===== config.mk =====
export PLATFORM = sky130hd
export DESIGN_NAME = pitch_set_prime_form_unit
export DESIGN_NICKNAME = d
export VERILOG_FILES = /design/src/rtl/core/pspf_pkg.sv /design/src/rtl/core/pspf_cell.sv /design/src/rtl/core/pitch_set_prime_form_unit.sv
export VERILOG_INCLUDE_DIRS = /design/src /design/src/rtl/core
export SDC_FILE = /design/constraint.sdc
export NUM_CORES = 1
export LEC_CHECK = 0
export ABC_AREA = 1
export BUFFER_PORTS_ARGS = -buffer_cell sky130_fd_sc_hd__buf_4
export CORE_MARGIN = 1
export CORE_UTILIZATION = 40
export DETAILED_ROUTE_END_ITERATION = 10
export GPL_TIMING_DRIVEN = 0
export HOLD_SLACK_MARGIN = 0.12
export PLACE_DENSITY = 0.52
export SYNTH_ARGS = -nofsm -noshare
export SYNTH_HDL_FRONTEND = slang
export SYNTH_HIERARCHICAL = 1
export SYNTH_SLANG_ARGS = --single-unit

===== constraint.sdc =====
create_clock -name clk -period 3.3 [get_ports clk]
set_clock_uncertainty 0.1 [all_clocks]
set_input_delay 0.165 -clock clk [delete_from_list [all_inputs] [get_ports clk]]
set_output_delay 0.165 -clock clk [all_outputs]
set_load 0.01 [all_outputs]

===== src/rtl/core/pitch_set_prime_form_unit_macros.svh =====
// Assertion macros for the pitch set prime form unit.
`ifndef PITCH_SET_PRIME_FORM_UNIT_MACROS_SVH
`define PITCH_SET_PRIME_FORM_UNIT_MACROS_SVH

// Same-cycle implication, sampled on clk, off while rst_n is low.
`define PSPF_ASSERT_IMPL(lbl, ante, cons) \
    lbl: assert property (@(posedge clk) disable iff (!rst_n) (ante) |-> (cons)) \
        else $error("prime form unit: implication check failed");

// Fixed-delay implication.
`define PSPF_ASSERT_DELAY(lbl, ante, dly, cons) \
    lbl: assert property (@(posedge clk) disable iff (!rst_n) (ante) |-> ##dly (cons)) \
        else $error("prime form unit: latency check failed");

`endif


===== src/rtl/core/pspf_pkg.sv =====
// Shared constants and types for the pitch set prime form unit.
package pspf_pkg;

    localparam int PSPF_PITCH_CLASSES = 12;

    // Control that rides with each beat along the cell chain.
    typedef struct packed {
        logic valid;
        logic have;
    } pspf_ctl_t;

endpackage


===== src/rtl/core/pspf_cell.sv =====
// One candidate cell: tests one rotation of the set or its mirror against the running best.
module pspf_cell
    import pspf_pkg::*;
#(
    parameter int N      = PSPF_PITCH_CLASSES,
    parameter int ROT    = 0,
    parameter bit MIRROR = 1'b0,
    localparam int SW    = $clog2(N)
)
(
    input  logic            clk,
    input  logic            rst_n,
    input  pspf_ctl_t       in_ctl,
    input  logic [N-1:0]    in_set,
    input  logic [N-1:0]    in_best,
    input  logic [SW-1:0]   in_span,
    output pspf_ctl_t       out_ctl,
    output logic [N-1:0]    out_set,
    output logic [N-1:0]    out_best,
    output logic [SW-1:0]   out_span
);

    pspf_ctl_t       ctl_reg, ctl_next;
    logic [N-1:0]    set_reg;
    logic [N-1:0]    best_reg, best_next;
    logic [SW-1:0]   span_reg, span_next;

    logic [N-1:0]    src;
    logic [2*N-1:0]  dbl;
    logic [N-1:0]    cand;
    logic [SW-1:0]   low;
    logic [SW-1:0]   cand_span;
    logic            member;
    logic            take;

    // inversion is a bit reversal
    always_comb
    begin
        for (int b = 0; b < N; b++)
        begin
            src[b] = MIRROR ? in_set[N-1-b] : in_set[b];
        end
    end

    assign dbl    = {src, src};
    assign cand   = dbl[2*N-1-ROT -: N];
    assign member = src[N-1-ROT];

    // lowest set bit of the candidate gives its highest pitch class
    always_comb
    begin
        low = '0;
        for (int b = N - 1; b >= 0; b--)
        begin
            if (cand[b])
            begin
                low = SW'(b);
            end
        end
    end

    assign cand_span = SW'(N - 1) - low;

    assign take = in_ctl.valid && member &&
                  (!in_ctl.have || (cand_span < in_span) ||
                   ((cand_span == in_span) && (cand > in_best)));

    always_comb
    begin
        ctl_next.valid = in_ctl.valid;
        ctl_next.have  = in_ctl.have | take;
        best_next      = take ? cand : in_best;
        span_next      = take ? cand_span : in_span;
    end

    always_ff @(posedge clk or negedge rst_n)
    begin
        if (!rst_n)
        begin
            ctl_reg <= '0;
        end
        else
        begin
            ctl_reg <= ctl_next;
        end
    end

    always_ff @(posedge clk)
    begin
        set_reg  <= in_set;
        best_reg <= best_next;
        span_reg <= span_next;
    end

    assign out_ctl  = ctl_reg;
    assign out_set  = set_reg;
    assign out_best = best_reg;
    assign out_span = span_reg;

endmodule


===== src/rtl/core/pitch_set_prime_form_unit.sv =====
// Top level of the pitch set prime form unit: a chain of candidate cells and an output register.
//
// One set is taken in every cycle; busy stays low, since nothing in the chain can stall.
// The set runs through 2*PITCH_CLASSES cells, one per candidate rotation (first the set,
// then its mirror), each holding one beat and passing it on every cycle; the result is
// on the outputs for one cycle, marked by done, after the last cell and the output register.
// The receiver cannot hold results off, so done must be taken when it shows. An empty set
// gives zero, span zero and is_empty high.
`include "pitch_set_prime_form_unit_macros.svh"

module pitch_set_prime_form_unit
    import pspf_pkg::*;
#(
    parameter int PITCH_CLASSES = PSPF_PITCH_CLASSES,
    localparam int SW           = $clog2(PITCH_CLASSES)
)
(
    input  logic                     clk,
    input  logic                     rst_n,
    input  logic                     start,
    output logic                     busy,
    input  logic [PITCH_CLASSES-1:0] pitch_set,
    output logic                     done,
    output logic [PITCH_CLASSES-1:0] prime_form,
    output logic [SW-1:0]            span,
    output logic                     is_empty
);

    localparam int N     = PITCH_CLASSES;
    localparam int CELLS = 2 * N;
    localparam int LAT   = CELLS + 1;

    pspf_ctl_t       ctl  [CELLS+1];
    logic [N-1:0]    sets [CELLS+1];
    logic [N-1:0]    best [CELLS+1];
    logic [SW-1:0]   spn  [CELLS+1];

    logic            done_reg;
    logic [N-1:0]    prime_form_reg;
    logic [SW-1:0]   span_reg;
    logic            is_empty_reg;

    assign busy         = 1'b0;
    assign ctl[0].valid = start;
    assign ctl[0].have  = 1'b0;
    assign sets[0]      = pitch_set;
    assign best[0]      = '0;
    assign spn[0]       = '0;

    for (genvar i = 0; i < CELLS; i++)
    begin : g_cell
        pspf_cell #(
            .N      (N),
            .ROT    (i % N),
            .MIRROR (i >= N)
        ) u_cell (
            .clk      (clk),
            .rst_n    (rst_n),
            .in_ctl   (ctl[i]),
            .in_set   (sets[i]),
            .in_best  (best[i]),
            .in_span  (spn[i]),
            .out_ctl  (ctl[i+1]),
            .out_set  (sets[i+1]),
            .out_best (best[i+1]),
            .out_span (spn[i+1])
        );
    end

    always_ff @(posedge clk or negedge rst_n)
    begin
        if (!rst_n)
        begin
            done_reg <= 1'b0;
        end
        else
        begin
            done_reg <= ctl[CELLS].valid;
        end
    end

    // no candidate was ever taken only for the empty set
    always_ff @(posedge clk)
    begin
        prime_form_reg <= best[CELLS];
        span_reg       <= ctl[CELLS].have ? spn[CELLS] : '0;
        is_empty_reg   <= !ctl[CELLS].have;
    end

    assign done       = done_reg;
    assign prime_form = prime_form_reg;
    assign span       = span_reg;
    assign is_empty   = is_empty_reg;

    `PSPF_ASSERT_DELAY(a_fixed_latency, start, LAT, done)
    `PSPF_ASSERT_IMPL(a_empty_zero, done && is_empty, (prime_form == '0) && (span == '0))
    `PSPF_ASSERT_IMPL(a_root_present, done && !is_empty, prime_form[N-1])
    `PSPF_ASSERT_IMPL(a_span_member, done && !is_empty, prime_form[SW'(N - 1) - span])

endmodule

==> results.sh, run 1 <==
export IMPL_critPathRequiredTime_ns=3.74
export IMPL_critPathArrivalTime_ns=3.11
export IMPL_placed_area_um2=37000
export IMPL_hold_path_class="input port to flip-flop"
export IMPL_avgSynthCellArea_um2=8.36
export IMPL_clock_power_share=0.303
export IMPL_fp_dieH_um=299
export IMPL_ctsHtreeMaxLevel=3
export IMPL_cp_startpoint="g_cell[17].u_cell/out_set[7]"
export IMPL_finalHoldViolCount=0
export IMPL_cts_tree="built"
export IMPL_num_rows=108
export IMPL_drcViolationCount=0
export IMPL_area_growth_pct=14.2
export IMPL_postLayoutCellArea_um2=40200
export IMPL_yosys_warnings=6
export IMPL_r2r_cells=22
export IMPL_worstPathMaxFanout=10
export IMPL_clockRootBuffer="clkbuf_16"
export IMPL_r2r_end="g_cell[18].u_cell/out_best[3]"
export IMPL_dp_slack_ns=0.546
export IMPL_crit_path_end_kind="flip-flop"
export IMPL_grt_overflow=0
export IMPL_hold_slack_ns=0.180
export IMPL_setup_slack_ns=0.628
export IMPL_cts_setup_buffers=0
export IMPL_clock_fmax_mhz=374
export IMPL_setup_viol=0
export IMPL_cts_hold_buf=28
export IMPL_start_util=0.405
export IMPL_seq_power_share=0.394
export IMPL_path_cells="inv_1 -> nand2_1 -> nand2_1 -> nand2_1 -> nand2_1 -> nand2_1 -> nand2_1 -> nand2_1 -> nand2_1 -> nand2_1 -> nand2_1 -> nand2_1 -> inv_1 -> ha_1 -> nand4_1 -> o21bai_2 -> inv_1 -> nand2_2 -> nand2_2 -> nand2_4 -> buf_12 -> o21ai_2"
export IMPL_clk_pin_slew_ns=0.06
export IMPL_grt_pass1_vias=25500
export IMPL_fp_dieW_um=299
export IMPL_clockBufferDepth=3
export IMPL_vias_per_cell=4.46
export IMPL_routabilityCongestion=0.836
export IMPL_switching_share=0.331
export IMPL_grt_pass1_wl_mm=130
export IMPL_layout_nets=4792
export IMPL_path_buf_inv=4
export IMPL_cap_violations=0
export IMPL_clock_latency_ns=0.62
export IMPL_cts_made_buffers=82
export IMPL_antenna_cells=0
export IMPL_critPathKind="flip-flop to flip-flop"
export IMPL_crit_family="simple AND/OR/NAND/NOR gates"
export IMPL_fillers=8657
export IMPL_rr_startpoint="g_cell[17].u_cell/out_set[7]"
export IMPL_drive_gt1_frac=0.162
export IMPL_p_int_mw=21.2
export IMPL_ir_worst_vdd_v=0.000515
export IMPL_finalWirelength_mm=78.0
export IMPL_p_leak_nw=21.1
export IMPL_cts_sinks=726
export IMPL_place_hpwl_mm=61.8
export IMPL_core_area_um2=87000
export IMPL_vias=25000
export IMPL_critPathMaxStageDelay_ns=0.39
export IMPL_grt_antenna_before_repair=0
export IMPL_status="finished, final reports clean"
export IMPL_drt_initial_drc_count=1126
export IMPL_postRouteAntennaNets=0
export IMPL_grt_max_degree=47
export IMPL_slew_limit_headroom=0.397
export IMPL_finalMaxSlewViolations=0
export IMPL_p_sw_mw=10.5
export IMPL_syn_inst=4217
export IMPL_port_buffers=32
export IMPL_rsz0062_at_grt="false"
export IMPL_power_frac_comb=0.303
export IMPL_syn_cell_area_um2=35200
export IMPL_period_needed_ns=2.67
export IMPL_rrSetupSlack_ns=0.63
export IMPL_wl_per_cell_um=13.9
export IMPL_dieArea_um2=89300
export IMPL_tns_ns=0
export IMPL_drtPass1Iterations=5
export IMPL_io_pins=34
export IMPL_track_usage=0.180
export IMPL_p_per_area_nw_per_um2=789
export IMPL_cts_resized=0
export IMPL_worst_slew_pin_slew_ns=0.905
export IMPL_critical_path_most_common_cell="nand2_1"
export IMPL_crit_path_end="g_cell[18].u_cell/out_best[3]"
export IMPL_post_route_period_util=0.810
export IMPL_crit_path_start_kind="flip-flop"
export IMPL_crit_slowest_cell="dfxtp_1"
export IMPL_largest_reg_flops=288
export IMPL_crit_cells=22
## layer usage
metal | GRT usage | up-vias | routed length [um]
met2 | 0.305 | 212 | 36000
li1 | - | 13500 | -
met1 | 0.238 | 11200 | 38500
met5 | 0 | - | 0
met4 | 0.0464 | 0 | 1730
met3 | 0.0253 | 106 | 1770
## per-stage QoR
step	instances	utilization	power, mW
6_report	5612	0.462	31.7
4_1_cts	5612	0.462	32.2
5_1_grt	5612	0.462	34.2
3_5_place_dp	5436	0.426	22.3
3_3_place_gp	5436	0.426	22.2
2_1_floorplan	4249	-	19.7
## power groups by stage
stage | Sequential (mW) | Combinational, mW | Clock [mW]
4_1_cts | 12.6 | 9.76 | 9.88
2_1_floorplan | 12.1 | 7.65 | 0
3_3_place_gp | 12.7 | 9.50 | 0
5_1_grt | 12.8 | 11.2 | 10.3
6_report | 12.5 | 9.60 | 9.63
3_5_place_dp | 12.7 | 9.65 | 0
## worst min-delay path by stage
stage,start,to,depth (start not counted)
after floorplan,rst_n,done,0
after global placement,start,g_cell[0].u_cell/out_ctl[1],1
after detailed placement,start,g_cell[0].u_cell/out_ctl[1],1
after CTS,pitch_set[11],g_cell[0].u_cell/out_set[11],2
after global routing,pitch_set[11],g_cell[0].u_cell/out_set[11],2
final,pitch_set[11],g_cell[0].u_cell/out_set[11],2
## worst reg2reg max path, stage by stage, from the launching register on
cell and delay, ns:
dfxtp_1 0.39, inv_1 0.09, nand2_1 0.08, nand2_1 0.06, nand2_1 0.07, nand2_1 0.05
nand2_1 0.05, nand2_1 0.04, nand2_1 0.05, nand2_1 0.05, nand2_1 0.07, nand2_1 0.06
nand2_1 0.11, inv_1 0.06, ha_1 0.26, nand4_1 0.11, o21bai_2 0.21, inv_1 0.06
nand2_2 0.08, nand2_2 0.08, nand2_4 0.12, buf_12 0.19, o21ai_2 0.16
## final cells by class
cell class | count | area (um^2) | share of cell area
multi-input combinational | 2581 | 16300 | 0.404
tap | 1155 | 1450 | 0.0359
buffer | 49 | 968 | 0.0241
timing repair buffer | 60 | 520 | 0.0129
inverter | 893 | 3350 | 0.0833
clock inverter | 33 | 497 | 0.0123
clock buffer | 115 | 2410 | 0.0599
sequential | 726 | 14800 | 0.367
## cell usage in the layout (no fill, tap or decap), types with 49 or more instances in the layout
cell type and count:
nand3_1 168, a21oi_1 192, clkbuf_16 84, o21ai_2 288
nand2_1 964, inv_1 893, nand2_2 144, dfrtp_1 49
dfxtp_1 677, nor2_1 120, ha_1 384
Note: power is estimated with default switching activity, not from simulation.
==> run 2: changes to the inputs <==
--- a/config.mk
+++ b/config.mk
@@ -13,7 +13,7 @@
 export DETAILED_ROUTE_END_ITERATION = 10
 export GPL_TIMING_DRIVEN = 0
 export HOLD_SLACK_MARGIN = 0.12
-export PLACE_DENSITY = 0.52
+export PLACE_DENSITY = 0.54
 export SYNTH_ARGS = -nofsm -noshare
 export SYNTH_HDL_FRONTEND = slang
 export SYNTH_HIERARCHICAL = 1
==> constraint.sdc (replaced) <==
create_clock -name clk -period 2.2 [get_ports clk]
set_clock_uncertainty 0.1 [all_clocks]
set_input_delay 0.11 -clock clk [delete_from_list [all_inputs] [get_ports clk]]
set_output_delay 0.11 -clock clk [all_outputs]
set_load 0.01 [all_outputs]
==> run 2 against run 1 <==
The flow now finishes with violations (negative setup slack). Clock-buffer cell count shrank 2. Register-to-register slack lost 0.93 ns. Critical path depth is the same. Cell count grew 5.3%. Power grew 72%. Clock power grew 53%. Hold slack gained 0.040 ns. First-iteration DRC count grew 11%. Sequential cell count is the same. Maximum frequency grew 6.8%. Sequential share of layout area shrank 5.4 points. Combinational power grew 110%.
==> results.sh, run 2 (same netlist as run 1, synthesis figures left out) <==
export IMPL_rrSetupSlack_ns=-0.30
export IMPL_post_route_util=0.553
export IMPL_placed_area_um2=37000
export IMPL_r2r_cells=22
export IMPL_cts_made_buffers=82
export IMPL_clockBufferDepth=3
export IMPL_finalWirelength_mm=89.4
export IMPL_grt_pass1_wl_mm=138
export IMPL_violations="negative setup slack"
export IMPL_ir_worst_vdd_v=0.000807
export IMPL_post_route_period_util=1.14
export IMPL_r2r_end="g_cell[22].u_cell/out_best[0]"
export IMPL_critical_path_most_common_cell="nand2_1"
export IMPL_cap_violations=0
export IMPL_setup_viol=368
export IMPL_drtPass1Iterations=5
export IMPL_slew_limit_headroom=0.357
export IMPL_clock_fmax_mhz=400
export IMPL_final_cell_mix="inv_1, nand2_1, dfxtp_1"
export IMPL_start_util=0.405
export IMPL_p_leak_nw=23.7
export IMPL_critPathArrivalTime_ns=2.97
export IMPL_hold_slack_ns=0.220
export IMPL_cts_sinks=726
export IMPL_min_from="start"
export IMPL_multi_input_area_um2=20700
export IMPL_worstPathMaxFanout=6
export IMPL_vias_per_cell=4.63
export IMPL_routabilityCongestion=0.831
export IMPL_crit_path_end_kind="flip-flop"
export IMPL_grt_overflow=0
export IMPL_critPathMaxStageDelay_ns=0.36
export IMPL_p_per_area_nw_per_um2=1140
export IMPL_finalMaxSlewViolations=0
export IMPL_wl_per_cell_um=15.1
export IMPL_track_usage=0.190
export IMPL_min_path_cells=4
export IMPL_clk_pin_slew_ns=0.06
export IMPL_port_buffers=32
export IMPL_hold_path_class="input port to flip-flop"
export IMPL_io_pins=34
export IMPL_postLayoutCellArea_um2=48100
export IMPL_drive_gt1_frac=0.369
export IMPL_status="finished with violations"
export IMPL_period_needed_ns=2.50
export IMPL_rr_startpoint="g_cell[21].u_cell/out_set[11]"
export IMPL_fillers=7738
export IMPL_drcViolationCount=0
export IMPL_ctsHtreeMaxLevel=3
export IMPL_path_cells="inv_2 -> nand2_2 -> nand2_1 -> nand2_1 -> nand2_1 -> nand2_1 -> nand2_1 -> nand2_1 -> nand2_1 -> nand2_1 -> nand2_1 -> nand2_2 -> inv_2 -> ha_4 -> nand4_1 -> o21bai_4 -> inv_2 -> nand2_4 -> nand2_4 -> nand2_8 -> buf_12 -> o21ai_2"
export IMPL_dp_slack_ns=-0.378
export IMPL_fp_dieH_um=299
export IMPL_largest_reg_flops=288
export IMPL_grt_pass1_vias=27100
export IMPL_num_rows=108
export IMPL_clockRootBuffer="clkbuf_16"
export IMPL_clock_latency_ns=0.64
export IMPL_grt_max_degree=50
export IMPL_finalHoldViolCount=0
export IMPL_drt_initial_drc_count=1249
export IMPL_grt_antenna_before_repair=0
export IMPL_hold_end="g_cell[0].u_cell/out_ctl[0]"
export IMPL_rsz0062_at_grt="true"
export IMPL_dieArea_um2=89300
export IMPL_core_area_um2=87000
export IMPL_regArea_um2=15100
export IMPL_crit_path_start_kind="flip-flop"
export IMPL_layout_nets=5084
export IMPL_area_growth_pct=36.5
export IMPL_vias=27400
export IMPL_crit_slowest_cell="dfxtp_4"
export IMPL_worst_slew_pin_slew_ns=0.965
export IMPL_critPathRequiredTime_ns=2.67
export IMPL_cts_tree="built"
export IMPL_setup_slack_ns=-0.301
export IMPL_layout_commonest_cell="inv_1"
export IMPL_postRouteAntennaNets=0
export IMPL_place_hpwl_mm=60.5
export IMPL_critPathKind="flip-flop to flip-flop"
export IMPL_antenna_cells=0
export IMPL_fp_dieW_um=299
run 2: how the worst max path moves through the flow:
stage	start	cells after the start	end
finish	g_cell[21].u_cell/out_set[11]	22	g_cell[22].u_cell/out_best[0]
global route	g_cell[21].u_cell/out_set[11]	23	g_cell[22].u_cell/out_span[1]
CTS	g_cell[4].u_cell/out_set[5]	23	g_cell[5].u_cell/out_span[1]
detailed placement	g_cell[20].u_cell/out_set[10]	23	g_cell[21].u_cell/out_span[1]
global placement	g_cell[10].u_cell/out_set[11]	22	g_cell[11].u_cell/out_best[1]
floorplan	g_cell[9].u_cell/out_set[5]	14	g_cell[10].u_cell/out_best[8]
run 2: final cells by class:
cell class,count,area share
multi-input combinational,2593,0.429
clock buffer,113,0.0488
tap,1155,0.0300
timing repair buffer,340,0.0757
inverter,893,0.0701
sequential,726,0.313
clock inverter,41,0.0130
buffer,49,0.0201
run 2: power by group:
part           switching (mW)  total [mW]  leakage (nW)  internal (mW)
clock network            5.73        14.7          1.44           8.99
registers                3.18        19.7          6.22           16.5
logic                    10.5        20.3          16.0           9.76
run 2: what timing repair did:
action	4_1_cts	5_1_grt
hold endpoints to repair	79	0
gates resized for setup	510	737
hold buffers	28	0
setup buffers	182	58
gates cloned	23	35
pin swaps	93	189
endpoints found under the setup margin	368	368
run 2: critical path, delay by kind of cell (launching register included):
kind	cells	cell delay, ns
buffers and inverters	4	0.34
and+or+nand+nor	15	1.05
AOI/OAI and AO/OA	2	0.33
adders and majority gates	1	0.24
DFF	1	0.36
run 2: metal layers:
metal / global-route usage / part of all wire / up-vias
met5: 0 / 0 / -
met1: 0.246 / 0.45 / 12600
met2: 0.330 / 0.49 / 366
met3: 0.0249 / 0.026 / 173
li1: - / - / 14200
met4: 0.0552 / 0.030 / 0
run 2: metrics by stage:
stage	total power, mW	instances	setup TNS, ns
6_report	54.7	5910	-60.53
5_1_grt	58.3	5910	-121.66
4_1_cts	50.9	5822	-53.67
3_5_place_dp	33.4	5436	-97.83
3_3_place_gp	33.2	5436	-97.78
2_1_floorplan	29.6	4249	0
